File: config.mk
export PLATFORM = sky130hd
export DESIGN_NAME = resl_ram
export DESIGN_NICKNAME = d
export VERILOG_FILES = /design/src/hdl/resl_ram.sv
export SDC_FILE = /design/constraint.sdc
export NUM_CORES = 1
export LEC_CHECK = 0
export ABC_AREA = 1
export BUFFER_PORTS_ARGS = -buffer_cell sky130_fd_sc_hd__buf_2
export CAP_MARGIN = 5
export CORE_MARGIN = 4
export CORE_UTILIZATION = 55
export DETAILED_ROUTE_END_ITERATION = 16
export PLACE_DENSITY = 0.75
export SYNTH_ARGS = -nofsm -noshare
export SYNTH_HDL_FRONTEND = slang
export SYNTH_SLANG_ARGS = --single-unit
File: constraint.sdc
create_clock -name clk -period 1.9 [get_ports clk]
set_input_delay 0.57 -clock clk [delete_from_list [all_inputs] [get_ports clk]]
set_output_delay 0.57 -clock clk [all_outputs]
set_load 0.02 [all_outputs]
File: src/hdl/resl_ram.sv
`timescale 1ns / 1ps
// ----------------------------------------------------------------------------
// resl_ram
// generic single port ram with registered read
// ----------------------------------------------------------------------------
module resl_ram #(
    parameter int WIDTH = 8,
    parameter int DEPTH = 16
) (
    input  logic                     clk,
    input  logic                     we,
    input  logic [$clog2(DEPTH)-1:0] addr,
    input  logic [WIDTH-1:0]         wdata,
    output logic [WIDTH-1:0]         rdata
);
    logic [WIDTH-1:0] mem [DEPTH];

    always_ff @(posedge clk)
    begin
        if (we)
        begin
            mem[addr] <= wdata;
        end
        rdata <= mem[addr];
    end
endmodule

**Word-level counts from Yosys, hierarchy flattened**

Memories as Yosys holds them, arrays and structs flattened. A register that Yosys moved wholly into a read port is not among the register bits.
Cells that the tools add are included.
Widths: inputs -> output; s select.

- Memories: 1
- Latch bits: 0
- Input port bits: 14
- Bits in read-only memories: 0
- RAM bits: 128
- Logic and storage cells: 3
- Register bits after elaboration: 0
- Output and inout port bits: 8

Memory list:

| name | depth | bits a word | read ports | clocked after memory_dff | wr ports | RTL line | source |
|---|---|---|---|---|---|---|---|
| mem | 16 | 8 | 1 | 1 | 1 | 16 | `logic [WIDTH-1:0] mem [DEPTH];` |

- Bitwise operators: 0
- Shifts and indexed selects: 0
- Div/mod/pow operators: 0
- Mux-type cells: 2
- Reductions and logical operators: 0
- Equal/unequal tests: 0
- Multiply operators: 0
- $lt $le $gt $ge: 0
- Add/sub/neg operators: 0

Operators with widths:

| operator | number |
|---|---|
| $mux 1 | 2 |

**Logic depth before layout (Yosys ltp)**

- Depth after elaboration: 2
- Mapped depth: 11
- Gate-level depth less buffers: 9

**Worst setup path after synthesis**

Ideal clock, no wire load.

- Path type: input to register
- Start: in addr[1]
- End: mem mem[3][0], enable pin
- Setup time: 0.370 ns
- Arrival time: 1.577 ns
- Stages on the path: 4
- Data required time: 1.530 ns
- Buffers on the path: 2
- Path slack: -0.047 ns
- Cell sequence: buf_2 > clkbuf_1 > nand3_1 > nor2_1

RTL lines:

| element | RTL line | source |
|---|---|---|
| start: declaration | 12 | `input logic [$clog2(DEPTH)-1:0] addr,` |
| end: declaration | 16 |  |

No word-level cell before the write port.

**Worst setup path after layout**

- Start: reg rdata[4], read port of mem
- End: out rdata[4]

RTL lines:

| element | RTL line | source |
|---|---|---|
| start: declaration | 14 | `output logic [WIDTH-1:0] rdata` |

No word-level cell between the ends.

==> flow_metrics.tcl <==
set metrics [dict create \
    post_cts_resized 0 \
    max-clock-path-buffers 2 \
    io_pins 22 \
    crit_buf_inv 1 \
    regArea_sq_mm 0.00400 \
    wl_met3_microns 763 \
    num_vias 3791 \
    layout-drive-gt1-share 0.136 \
    yosys.area.top_type "edfxtp_1" \
    grt_first_pass_wirelength_microns 19600 \
    route.layer.met1.wl_microns 5110 \
    path_clk_slew_ns 0.06 \
    grt_max_degree 25 \
    ctsHoldBuffers 0 \
    vdd.ir_drop.worst_v 0.000800 \
    antenna_cells 0 \
    cp-start-kind "flip-flop" \
    slowest_delay_ns 0.35 \
    cp_cell_sequence "buf_2" \
    min_period_over_period 0.856 \
    critical_path.max_fanout 1 \
    rows 36 \
    crit_type "flip-flop to output port" \
    rsz0062_at_grt "false" \
    num-nets-final 611 \
    grt_use_total 0.229 \
    via_per_inst 5.10 \
    cts_tree "done" \
    place_congestion 0.856 \
    fin_skew_ns 0.00754 \
    syn_nets 562 \
    root_buffer "clkbuf_8" \
    post-route-min-period_ns 1.63 \
    post_cts_buffers 0 \
    p_per_area_mw_per_mm2 1050 \
    endpoint_kind "output port" \
    initialDrtViolationCount 317 \
    cts_sinks 136 \
    synth_top_family_by_area "simple AND/OR/NAND/NOR gates" \
    multi_input_area_sq_mm 0.00139 \
    die_h_microns 109 \
    cp.required_ns 1.33 \
    grt_remaining_overflow 0 \
    synth_top_area_share 0.687 \
    netlist_area_sq_mm 0.00559 \
    crit_family "flip-flops" \
    ys_ff_latch 136 \
    fmax_ghz 0.615 \
    dp_hpwl_microns 7670 \
    synthCells 548 \
    core_sq_mm 0.00982 \
    wl_met2_microns 6120 \
    synthMuxAreaShare 0 \
    crit_slowest_cell "dfxtp_1" \
    drv_slew 0 \
    status "finished, final reports clean" \
    relSlewSlack 0.744 \
    cap_violations 0 \
    antenna_found_initial 0 \
    worstPathArrival_ns 1.06 \
    routedWlPerCell_microns 16.5 \
    yosys-top-cells-area "edfxtp_1 69%, nand2_1 23%, dfxtp_1 2.9%" \
    numPortBuffers 21 \
    finalPower_uw 6880 \
    die_w_microns 109 \
    min_path_type "input pin to flip-flop" \
    fp.dieArea_sq_mm 0.0118 \
    dr.pass1.iters 6 \
    finish.utilization 0.665 \
    p_leak_uw 0.00285 \
    finalHoldViolCount 0 \
    finalSetupViolations 0 \
    start_util 0.570 \
    synth_compound_area_frac 0 \
    grt_pass1_vias 3610 \
    fin_cells 743 \
    avgSynthCellArea_sq_um 10.2 \
    synth_warnings 0 \
    numCtsBuffers 17 \
    ant_nets 0 \
    htree_levels 4 \
    highest_layer "met4" \
    drc_errors 0 \
    area_delta_synth_final_pct 16.8 \
    routed_wl_microns 12200 \
    synth_xor_area_frac 0 \
    clock_latency_ns 0.53 \
    ys_seq_area_frac 0.716 \
    yosys.area_share.adder 0 \
    synth.distinct_cells 11 \
    dpl.cell_count 711 \
    nFillCells 777 \
    synth-simple-area-share 0.248 \
    tightest_slew_ns 0.385 \
]
## cells in the mapped netlist (all sizes together)
library cell and n:
buf 18, dfxtp 8, clkbuf 3, clkinv 1, inv 22, nand2 346
nand3 4, edfxtp 128, nor2 18
## worst paths after layout
| path | startpoint | endpoint | slack, ns | depth (start not counted) |
|---|---|---|---|---|
| worst min register to register | mem[9][1]$_DFFE_PP_ | rdata[1]$_DFF_P_ | 0.71 | 8 |
| worst min-delay path | wdata[6] | mem[15][6]$_DFFE_PP_ | 0.47 | 1 |
| worst max-delay path | rdata[4]$_DFF_P_ | rdata[4] | 0.27 | 1 |
| worst max register to register | mem[15][5]$_DFFE_PP_ | rdata[5]$_DFF_P_ | 0.87 | 8 |
## placed cells by master (no fill, tap or decap), types with 2 or more instances in the layout
master / synthesis / routed
nand2_1: 346 / 346
edfxtp_1: 128 / 128
buf_4: 6 / 30
inv_1: 21 / 21
buf_2: 12 / 21
nor2_1: 18 / 18
clkbuf_16: 0 / 16
dfxtp_1: 8 / 8
clkinv_2: 0 / 6
nand3_1: 4 / 4
clkinvlp_4: 0 / 4
clkinv_1: 1 / 2
clkbuf_8: 0 / 2
bufinv_16: 0 / 2
## flip-flops by register name, indices dropped and copies added, names as in the netlist
| signal | count |
|---|---|
| mem | 128 |
| rdata | 8 |
## area by class of cell
cell class	count	share of cell area
clock buffers	18	0.0655
flip-flops and latches	136	0.613
inverters	23	0.0132
well taps	133	0.0255
repair buffers	51	0.0506
clock inverters	14	0.0203
multi-input cells	368	0.212
## cells by family after synthesis
logic type,Yosys count
AND/OR/NAND/NOR,368
flip-flops,136
buffers and inverters,44
## metrics by stage
stage               hold slack (ns)  cell area (sq um)  setup TNS [ns]  setup slack [ns]
global placement              0.672               5970               0             0.216
detailed placement            0.695               5970               0             0.139
global route                  0.464               6530               0             0.257
floorplan                     0.643               5590           -2.37           -0.0472
CTS                           0.460               6530               0             0.262
finish                        0.466               6530               0             0.274
## power by group
group	internal, uW	switching (uW)	leakage (uW)
sequential	3350	20.5	0.00122
clock	1880	1190	0.000270
combinational	123	310	0.00136
## per-layer routing
layer,vias up,global-route usage
met5,-,0
li1,1847,-
met2,141,0.368
met3,20,0.0521
met4,0,0.0884
met1,1783,0.306
Note: power is estimated with default switching activity, not from simulation.
