==> src/hdl/resl_pkg.sv <==
`timescale 1ns / 1ps
// ----------------------------------------------------------------------------
// resl_pkg
// shared types and constants for the relational event stats block
// ----------------------------------------------------------------------------
package resl_pkg;

    localparam int STAT_COUNT = 11;
    localparam int LANE_W     = 16;

    typedef enum logic {
        OP_OBSERVE = 1'b0,
        OP_LOAD    = 1'b1
    } op_t;

    typedef struct packed {
        logic               operation;
        logic [3:0]         sender;
        logic [3:0]         receiver;
        logic [1:0]         sender_class;
        logic [1:0]         receiver_class;
        logic [7:0]         coef_index;
        logic signed [31:0] coef_value;
    } in_item_t;

    typedef struct packed {
        logic signed [47:0] log_rate;
        logic               rejected;
    } out_item_t;

    typedef enum logic [3:0] {
        ST_CLEAR,
        ST_IDLE,
        ST_RD_STATS,
        ST_WAIT_STATS,
        ST_RD_COEF,
        ST_ACC,
        ST_MUL,
        ST_SUM,
        ST_SCAN_RD,
        ST_SCAN_WR,
        ST_OUT
    } state_t;

endpackage

==> src/hdl/resl_update.sv <==
`timescale 1ns / 1ps
// ----------------------------------------------------------------------------
// resl_update
// next stats word of one dyad for an event
// ----------------------------------------------------------------------------
module resl_update #(
    parameter int AW = 4,
    parameter int CW = 16
) (
    input  logic [AW-1:0]     a,
    input  logic [AW-1:0]     b,
    input  logic [AW-1:0]     i,
    input  logic [AW-1:0]     j,
    input  logic [6+4*CW-1:0] old_word,
    output logic              touched,
    output logic [6+4*CW-1:0] new_word
);
    import resl_pkg::*;

    logic ia, ib, ja, jb;
    logic [5:0] f;
    logic [3:0] hit;
    logic [CW-1:0] lane;

    always_comb
    begin
        ia = (i == a);
        ib = (i == b);
        ja = (j == a);
        jb = (j == b);
        touched = (i != j) && (ia || ib || ja || jb);
        f[0] = !ia && ib && ja && !jb;
        f[1] = !ia && ib && !ja && !jb;
        f[2] = !ia && !ib && ja && !jb;
        f[3] = !ia && !ib && !ja && jb;
        f[4] = ia && !ib && !ja && !jb;
        f[5] = ia && !ib && !ja && jb;
        hit = {jb, ib, ja, ia};
        new_word = old_word;
        new_word[5:0] = f;
        for (int k = 0; k < 4; k++)
        begin
            lane = old_word[6+k*CW +: CW];
            if (hit[k] && lane != {CW{1'b1}})
            begin
                new_word[6+k*CW +: CW] = lane + CW'(1);
            end
        end
    end
endmodule

==> config.mk <==
export PLATFORM = sky130hd
export DESIGN_NAME = resl_update
export DESIGN_NICKNAME = d
export VERILOG_FILES = /design/src/hdl/resl_pkg.sv /design/src/hdl/resl_update.sv
export SDC_FILE = /design/constraint.sdc
export NUM_CORES = 1
export LEC_CHECK = 0
export BUFFER_PORTS_ARGS = -buffer_cell sky130_fd_sc_hd__buf_2
export CAP_MARGIN = 30
export CORE_ASPECT_RATIO = 0.75
export CORE_UTILIZATION = 25
export DETAILED_ROUTE_END_ITERATION = 10
export PLACE_DENSITY = 0.55
export SETUP_SLACK_MARGIN = 0.2
export SYNTH_ARGS = -nofsm -noshare
export SYNTH_HDL_FRONTEND = slang
export SYNTH_SLANG_ARGS = --single-unit
==> constraint.sdc <==
create_clock -name vclk -period 2.8
set_input_delay 0.14 -clock vclk [all_inputs]
set_output_delay 0.14 -clock vclk [all_outputs]
set_load 0.005 [all_outputs]
Word-level counts from Yosys, hierarchy flattened
Cells that the tools add are included.
{"block": "word_totals", "ff_bits": 0, "output_inout_bits": 71, "elab_cells": 43}
{"block": "op_classes", "add_sub_neg": 4, "eq_ne": 9, "muxes": 4, "n_reduce_logical": 26}
{"op": "$add 16x1->16 const B", "n": 4}
{"op": "$mux 16", "n": 4}
{"op": "$ne 16x16->1 const B", "n": 4}
{"op": "$logic_and 1x1->1", "n": 19}
{"op": "$eq 4x4->1", "n": 4}
{"op": "$logic_not 1->1", "n": 4}
{"op": "$ne 4x4->1", "n": 1}
{"op": "$logic_or 1x1->1", "n": 3}

Depth between registers and ports, before layout
Gate-level depths: netlist (run 1).
{"block": "logic_depth", "ltp_word": 5, "mapped_depth": 6, "mapped_depth_nobuf": 5}

Worst setup path before layout (run 1)
Ideal clock, no wire load.
{"block": "synth_path", "path_kind": "input to output", "startpoint": "in old_word[6]", "endpoint": "out new_word[15]", "arrival_time_ns": 1.184, "slack_ns": 1.476, "path_stages": 6, "path_buffers": 1, "path_cell_list": "ha_1 > nand4_1 > nor4_2 > buf_2 > nor4_1 > xor2_1"}
{"block": "synth_via", "elab_chain_len": 3, "elab_cells_between_ends": 4, "classes_between": "1 x add/sub; 1 x eq/ne; 1 x mux; 1 x reduce/logical"}
{"element": "from (decl)", "line": "resl_update.sv:14", "text": "input logic [6+4*CW-1:0] old_word,"}
{"element": "branches (longest 2 deep; another with $add 16x1->16)"}
{"element": "$mux 16 *", "line": "resl_update.sv:44", "text": "if (hit[k] && lane != {CW{1'b1}})"}
{"element": "to (decl)", "line": "resl_update.sv:16", "text": "output logic [6+4*CW-1:0] new_word"}
Every way passes the cells marked *.

Final worst setup path (run 1)
{"block": "layout_path", "startpoint": "in old_word[6]", "endpoint": "out new_word[7]"}
The elaborated chain is that of the path after synthesis.

==> results.py, run 1 <==
metrics = {
    "outcome": {
        "status": "completed",
    },
    "sta": {
        "period_minus_slack_ns": 2.121,
        "period_share": 0.7577,
        "setup_viol": 0,
        "tightest_slew_ns": 0.9545,
        "final.setup.worst_slack_ns": 0.6786,
        "drv_slew": 0,
        "rsz0062_at_grt": "false",
        "hold_ws_ns": 0.5500,
        "tns_ns": 0,
        "fmax_ghz": 0.4714,
        "hold_violations": 0,
        "slew-limit-headroom": 0.3584,
    },
    "placement": {
        "placed_area_um2": 2810,
        "port_buffers": 151,
        "place.gp.congestion": 0.8199,
        "post-place-ws_ns": 0.7090,
        "dp.final_hpwl_mm": 5.503,
    },
    "floorplanning": {
        "die_width_um": 104.5,
        "initial_core_util": 0.2636,
        "die_height_um": 78.84,
        "core_area_um2": 7466,
        "row_count": 27,
        "io_pins": 157,
        "die_area_um2": 8235,
    },
    "setup_path": {
        "crit_path_end_kind": "output port",
        "crit_path_max_fanout": 11,
        "crit_type": "primary input to output port",
        "crit_required_ns": 2.66,
        "arrival_ns": 1.98,
        "worst_setup_path_start_kind": "primary input",
    },
    "drt": {
        "ant_nets": 0,
        "wirelength_mm": 6.345,
        "vias": 2553,
        "firstDrtPassIters": 6,
        "wl_per_cell_um": 12.30,
        "via_per_inst": 4.948,
        "drc": 0,
        "drt_iter0_markers": 77,
    },
    "yosys": {
        "yosys-top-cells-count": "xor2_1 (56), nand2_1 (30), nand4_1 (22), nor4_1 (22), nor3_1 (21)",
        "synth.most_common_cell": "xor2_1",
        "ys_types": 33,
        "synthTopCellsByArea": "xor2_1 (25%), xnor2_1 (8.9%), nand4_1 (7.0%)",
        "yosys_warnings": 0,
        "yosysSeqAreaShare": 0,
        "netlist_instances": 269,
        "synth_area_per_cell_um2": 7.316,
        "synth_top_area_cell": "xor2_1",
        "synth_top_area_frac": 0.2492,
        "synth_area_um2": 1968,
        "synth_nets": 359,
    },
    "cts": {
        "post_cts_resized": 0,
        "holdBufCountCts": 0,
        "cts_setup_buffers": 0,
    },
    "layout": {
        "syn2layout_area_growth_pct": 42.78,
        "drive_above_1_share": 0.4313,
        "nNetsFinal": 507,
        "seq_area_um2": 0,
        "finalInstanceArea_um2": 2810,
        "nFlopsAndLatches": 0,
        "n_antenna_cell": 0,
        "clock_buffers": 0,
    },
    "grt": {
        "grt_first_pass_wirelength_mm": 10.14,
        "first_global_vias": 2170,
        "grt_max_degree": 19,
        "grt_usage": 0.1408,
        "antenna_found_initial": 1,
        "grt-ovfl-total": 0,
    },
    "pwr": {
        "leakage_nw": 1.326,
        "power_uw": 321.0,
        "ir_drop_v": 0.00004268,
        "p_per_area_nw_per_um2": 114.2,
    },
    "job": {
        "drv_cap": 0,
    },
    "worst_hold_path": {
        "min_path_type": "primary input to output port",
    },
}
## cell type report
| type | count | area (um2) |
|---|---|---|
| fillers | 842 | 4656 |
| inverters | 2 | 7.507 |
| multi-input cells | 258 | 1891 |
| well taps | 101 | 126.4 |
| repair buffers | 155 | 785.8 |
## worst max-delay path: stages
cell and delay [ns]:
buf_2 0.12, ha_1 0.22, nand4_1 0.15, nor4_2 0.74
nor2_1 0.15, mux2_2 0.33, buf_2 0.13
## stage by stage
stage / utilization / cells
floorplan: - / 269
global placement: 0.3764 / 516
detailed placement: 0.3764 / 516
CTS: 0.3764 / 516
global route: 0.3764 / 516
finish: 0.3764 / 516
## report_power, final
group	total, mW	switching (mW)	internal [mW]
clock network	0	0	0
registers	0	0	0
logic	0.321	0.172	0.149
## cell usage in the layout, fill, tap and decap left out, types with 2 or more instances in the layout
master	synthesis	final
and4_1	6	6
inv_1	2	2
nand2b_1	5	5
buf_2	2	151
nor4_1	22	22
nor3b_1	5	5
nor4_4	2	2
nand4_2	6	6
nor4b_1	2	2
ha_1	4	4
o211a_1	2	2
nor4b_2	2	2
nor4_2	2	2
buf_4	3	4
and3_1	11	11
nor3_1	21	21
mux2_2	8	8
nand4_1	22	22
nand3_1	12	12
xor2_1	56	56
xnor2_1	20	20
nand2_1	30	30
nor2_1	12	12
## cell families after synthesis
| logic type | synth area share |
|---|---|
| mux | 0.04577 |
| buf+inv | 0.03941 |
| simple gates | 0.5359 |
| compound gates | 0.01526 |
| xor+xnor | 0.3382 |
| fa+ha+maj | 0.02543 |
## metal layers
| layer | GRT usage | vias up | wire length (um) |
|---|---|---|---|
| met5 | 0 | - | 10 |
| met4 | 0 | 2 | 0 |
| met3 | 0.01970 | 2 | 475 |
| met2 | 0.2318 | 99 | 2723 |
| met1 | 0.2045 | 1141 | 3135 |
| li1 | - | 1309 | - |
## path summary, 6_finish.rpt
kind | slack [ns] | from | endpoint | cells past startpoint
worst min-delay path | 0.55 | old_word[29] | new_word[29] | 3
worst max-delay path | 0.68 | old_word[6] | new_word[7] | 7
(Power assumes the default switching activity.)
==> inputs of run 2 (changes only) <==
- clock period: 2.8 -> 2 ns (I/O delays scaled with it)
==> results.py, run 2 (same netlist as run 1, synthesis figures left out) <==
metrics = {
    "sta": {
        "slew-limit-headroom": 0.7139,
        "hold_violations": 0,
        "rsz0062_at_grt": "false",
        "period_minus_slack_ns": 1.683,
        "setup_viol": 0,
        "drv_slew": 0,
        "fmax_ghz": 0.5941,
        "tns_ns": 0,
        "tightest_slew_ns": 0.4273,
        "period_share": 0.8415,
    },
    "drt": {
        "drc": 0,
        "vias": 2549,
        "wirelength_mm": 6.545,
        "firstDrtPassIters": 4,
        "wl_per_cell_um": 12.47,
        "ant_nets": 0,
        "via_per_inst": 4.855,
        "drt_iter0_markers": 61,
    },
    "floorplanning": {
        "io_pins": 157,
        "die_height_um": 78.84,
        "initial_core_util": 0.2636,
        "row_count": 27,
        "die_area_um2": 8235,
        "core_area_um2": 7466,
        "die_width_um": 104.5,
    },
    "layout": {
        "layout.cells.most_common": "buf_2",
        "syn2layout_area_growth_pct": 48.19,
        "seq_area_um2": 0,
        "mostFrequentLayoutCells": "buf_2 (151), xor2_1 (56), nand2_1 (30), nand4_1 (22)",
        "nNetsFinal": 516,
        "drive_above_1_share": 0.4481,
        "nFlopsAndLatches": 0,
        "clock_buffers": 0,
        "finalInstanceArea_um2": 2917,
        "fillers": 817,
        "n_antenna_cell": 0,
    },
    "pwr": {
        "p_clk_frac": 0,
        "combPwrFrac": 1.000,
        "p_per_area_nw_per_um2": 160.7,
        "leakage_nw": 1.380,
        "ir_drop_v": 0.00005969,
        "sequentialPowerShare": 0,
        "swShare": 0.5356,
        "power_uw": 468.6,
        "power.internal_uw": 217.6,
        "power.switching_uw": 251.0,
    },
    "setup_path": {
        "crit_type": "primary input to output port",
        "worst_setup_path_start_kind": "primary input",
        "crit_path_max_fanout": 7,
        "crit_required_ns": 1.90,
        "cp-endpoint": "new_word[28]",
        "cp-startpoint": "old_word[22]",
        "arrival_ns": 1.58,
        "crit_path_end_kind": "output port",
    },
    "cts": {
        "holdBufCountCts": 0,
        "cts_setup_buffers": 0,
        "post_cts_resized": 1,
    },
    "grt": {
        "grt-ovfl-total": 0,
        "antenna_found_initial": 0,
        "grt_max_degree": 16,
        "grt_usage": 0.1417,
        "grt_first_pass_wirelength_mm": 10.17,
        "first_global_vias": 2229,
    },
    "placement": {
        "placed_area_um2": 2878,
        "port_buffers": 151,
        "place.gp.congestion": 0.8207,
        "dp.final_hpwl_mm": 5.668,
    },
    "outcome": {
        "status": "completed",
    },
    "job": {
        "drv_cap": 0,
    },
    "worst_hold_path": {
        "min_path_type": "primary input to output port",
        "worstHoldStart": "old_word[69]",
    },
}
run 2: changes by cell type in the layout (fill, tap and decap cells not counted):
cell,delta
nor4b_1,-1
nor4_2,+1
nand4_2,-2
nor4_1,-1
buf_4,+9
nand4_4,+2
nor4b_4,+1
run 2: stage by stage:
stage / instances / util / setup WS (ns) / hold slack [ns]
4_1_cts: 525 / 0.3866 / 0.2011 / 0.4701
5_1_grt: 525 / 0.3906 / 0.2065 / 0.4858
3_3_place_gp: 525 / 0.3855 / 0.2191 / 0.4684
3_5_place_dp: 525 / 0.3855 / 0.1954 / 0.4666
6_report: 525 / 0.3906 / 0.3169 / 0.4702
2_1_floorplan: 269 / - / 0.7565 / 0.2554
run 2: cell type report:
class                           instances  area, um2  share of cell area
Tap cell                              101      126.4             0.04333
Inverter                                2      7.507            0.002574
Multi-Input combinational cell        258       1929              0.6615
Timing Repair Buffer                  164      853.3              0.2926
run 2: worst min-delay path by stage:
stage	endpoint	slack [ns]	cells after the start
floorplan	new_word[10]	0.26	1
global placement	new_word[69]	0.47	3
detailed placement	new_word[69]	0.47	3
CTS	new_word[69]	0.47	3
global route	new_word[21]	0.49	3
finish	new_word[69]	0.47	3
run 2: worst max-delay path: stages:
cell and delay [ns]:
buf_2 0.11, ha_1 0.17, nand3_1 0.19, nor4b_4 0.45, buf_4 0.22, nor4_1 0.06
xor2_1 0.15, buf_2 0.14
run 2: power by group through the flow:
stage / Combinational [mW] / Sequential, mW / Clock [mW]
floorplan: 0.202 / 0 / 0
global placement: 0.458 / 0 / 0
detailed placement: 0.462 / 0 / 0
CTS: 0.466 / 0 / 0
global route: 0.517 / 0 / 0
finish: 0.469 / 0 / 0
run 2: per-layer routing:
metal | vias to the layer above | share of wire | track usage
met3 | 0 | 0.067 | 0.01970
met1 | 1143 | 0.49 | 0.2011
met2 | 85 | 0.44 | 0.2397
met4 | 0 | 0 | 0
li1 | 1321 | - | -
met5 | - | 0 | 0
==> inputs of run 3 (changes only) <==
- PLACE_DENSITY: 0.55 -> 0.57
- clock period: 2 -> 1.5 ns (I/O delays scaled with it)
==> results.py, run 3 (same netlist as run 1, synthesis figures left out) <==
metrics = {
    "placement": {
        "port_buffers": 151,
        "place.gp.congestion": 0.8540,
        "post-place-ws_ns": -0.1021,
        "placed_area_um2": 3406,
        "dp.final_hpwl_mm": 6.191,
    },
    "layout": {
        "drive_above_1_share": 0.7467,
        "n_antenna_cell": 0,
        "multi_input_area_um2": 3090,
        "nNetsFinal": 617,
        "mostFrequentLayoutCells": "buf_2 (91), buf_4 (80), buf_6 (67), xor2_1 (56), nand2_1 (26)",
        "fillers": 548,
        "syn2layout_area_growth_pct": 178.6,
        "seq_area_um2": 0,
        "fin_util": 0.7344,
        "finalInstanceArea_um2": 5483,
        "layout.cells.most_common": "buf_2",
        "nFlopsAndLatches": 0,
        "clock_buffers": 0,
    },
    "setup_path": {
        "worst_setup_path_start_kind": "primary input",
        "crit_required_ns": 1.42,
        "crit_type": "primary input to output port",
        "arrival_ns": 1.44,
        "crit_path_max_fanout": 7,
        "cp-endpoint": "new_word[21]",
        "crit_path_end_kind": "output port",
        "cp-startpoint": "i[1]",
    },
    "pwr": {
        "leakage_nw": 2.421,
        "p_clk_frac": 0,
        "swShare": 0.4403,
        "p_per_area_nw_per_um2": 226.3,
        "power.switching_uw": 546.4,
        "power.internal_uw": 694.5,
        "power_mw": 1.241,
        "ir_drop_v": 0.0001255,
        "sequentialPowerShare": 0,
        "combPwrFrac": 1.000,
    },
    "floorplanning": {
        "io_pins": 157,
        "die_height_um": 78.84,
        "row_count": 27,
        "core_area_um2": 7466,
        "die_area_um2": 8235,
        "initial_core_util": 0.2636,
        "die_width_um": 104.5,
    },
    "drt": {
        "ant_nets": 0,
        "drt_iter0_markers": 83,
        "firstDrtPassIters": 4,
        "vias": 3154,
        "wl_per_cell_um": 16.24,
        "drc": 0,
        "wirelength_mm": 10.17,
        "via_per_inst": 5.038,
    },
    "grt": {
        "antenna_found_initial": 0,
        "grt_usage": 0.2138,
        "first_global_vias": 3056,
        "grt_max_degree": 15,
        "grt_first_pass_wirelength_mm": 14.77,
        "grt-ovfl-total": 0,
    },
    "sta": {
        "final.setup.worst_slack_ns": -0.01216,
        "fmax_ghz": 0.6613,
        "hold_ws_ns": 0.3899,
        "period_minus_slack_ns": 1.512,
        "period_share": 1.008,
        "drv_slew": 0,
        "rsz0062_at_grt": "true",
        "hold_violations": 0,
        "setup_viol": 2,
        "slew-limit-headroom": 0.7817,
        "tightest_slew_ns": 0.3250,
    },
    "cts": {
        "holdBufCountCts": 0,
    },
    "outcome": {
        "violations": "setup timing",
        "status": "complete, but fails checks",
    },
    "job": {
        "drv_cap": 0,
    },
    "worst_hold_path": {
        "min_path_type": "primary input to output port",
    },
}
-- run 3: cell types whose count changed in the layout (fill, tap and decap cells not counted), moves of 8 or more --
cell	previous run	this run
nor2_1	12	2
buf_6	0	67
nor3_2	0	8
buf_4	13	80
xnor2_4	0	14
buf_2	151	91
nor4_4	2	25
nor4_1	21	0
nor3_1	21	0
nor3_4	0	13
buf_8	0	17
buf_12	0	8
xnor2_1	20	2
-- run 3: power groups by stage --
| stage | combinational (mW) | clock [mW] | sequential, mW |
|---|---|---|---|
| 2_1_floorplan | 0.270 | 0 | 0 |
| 3_3_place_gp | 0.720 | 0 | 0 |
| 3_5_place_dp | 0.729 | 0 | 0 |
| 4_1_cts | 1.06 | 0 | 0 |
| 5_1_grt | 1.31 | 0 | 0 |
| 6_report | 1.24 | 0 | 0 |
-- run 3: layer usage --
layer / track usage / up-vias / part of all wire
li1: - / 1524 / -
met1: 0.2570 / 1526 / 0.39
met2: 0.4212 / 100 / 0.56
met3: 0.02709 / 4 / 0.043
met4: 0.01286 / 0 / 0.0028
met5: 0 / - / 0
-- run 3: how the worst min path moves through the flow --
stage | start | endpoint | cells past startpoint | slack (ns)
3_3_place_gp | old_word[37] | new_word[37] | 3 | 0.42
5_1_grt | old_word[69] | new_word[69] | 3 | 0.40
6_report | old_word[69] | new_word[69] | 3 | 0.39
2_1_floorplan | old_word[10] | new_word[10] | 1 | 0.21
3_5_place_dp | old_word[69] | new_word[69] | 3 | 0.42
4_1_cts | old_word[69] | new_word[69] | 3 | 0.39
-- run 3: through the flow --
stage / setup TNS [ns] / instances
after floorplan: 0 / 269
after global placement: -1.070 / 592
after detailed placement: -1.285 / 592
after CTS: 0 / 613
after global routing: -0.6409 / 626
final: -0.01395 / 626
-- run 3: repair_timing --
item / 4_1_cts / 5_1_grt
resized for setup: 235 / 102
setup endpoints to repair: 68 / 71
setup buffers: 18 / 13
pin swaps: 77 / 68
gates cloned: 3 / 0
-- run 3: final cells by class --
| class | count | share of cell area |
|---|---|---|
| well taps | 101 | 0.02305 |
| repair buffers | 265 | 0.4119 |
| inverters | 2 | 0.001369 |
| multi-input cells | 258 | 0.5637 |
-- run 3: worst max-delay path, stage by stage --
cell and delay, ns:
buf_12 0.11, xnor2_4 0.20, nand4_4 0.22, buf_6 0.19, nor4b_4 0.22, buf_4 0.15, xor2_1 0.13, buf_2 0.13
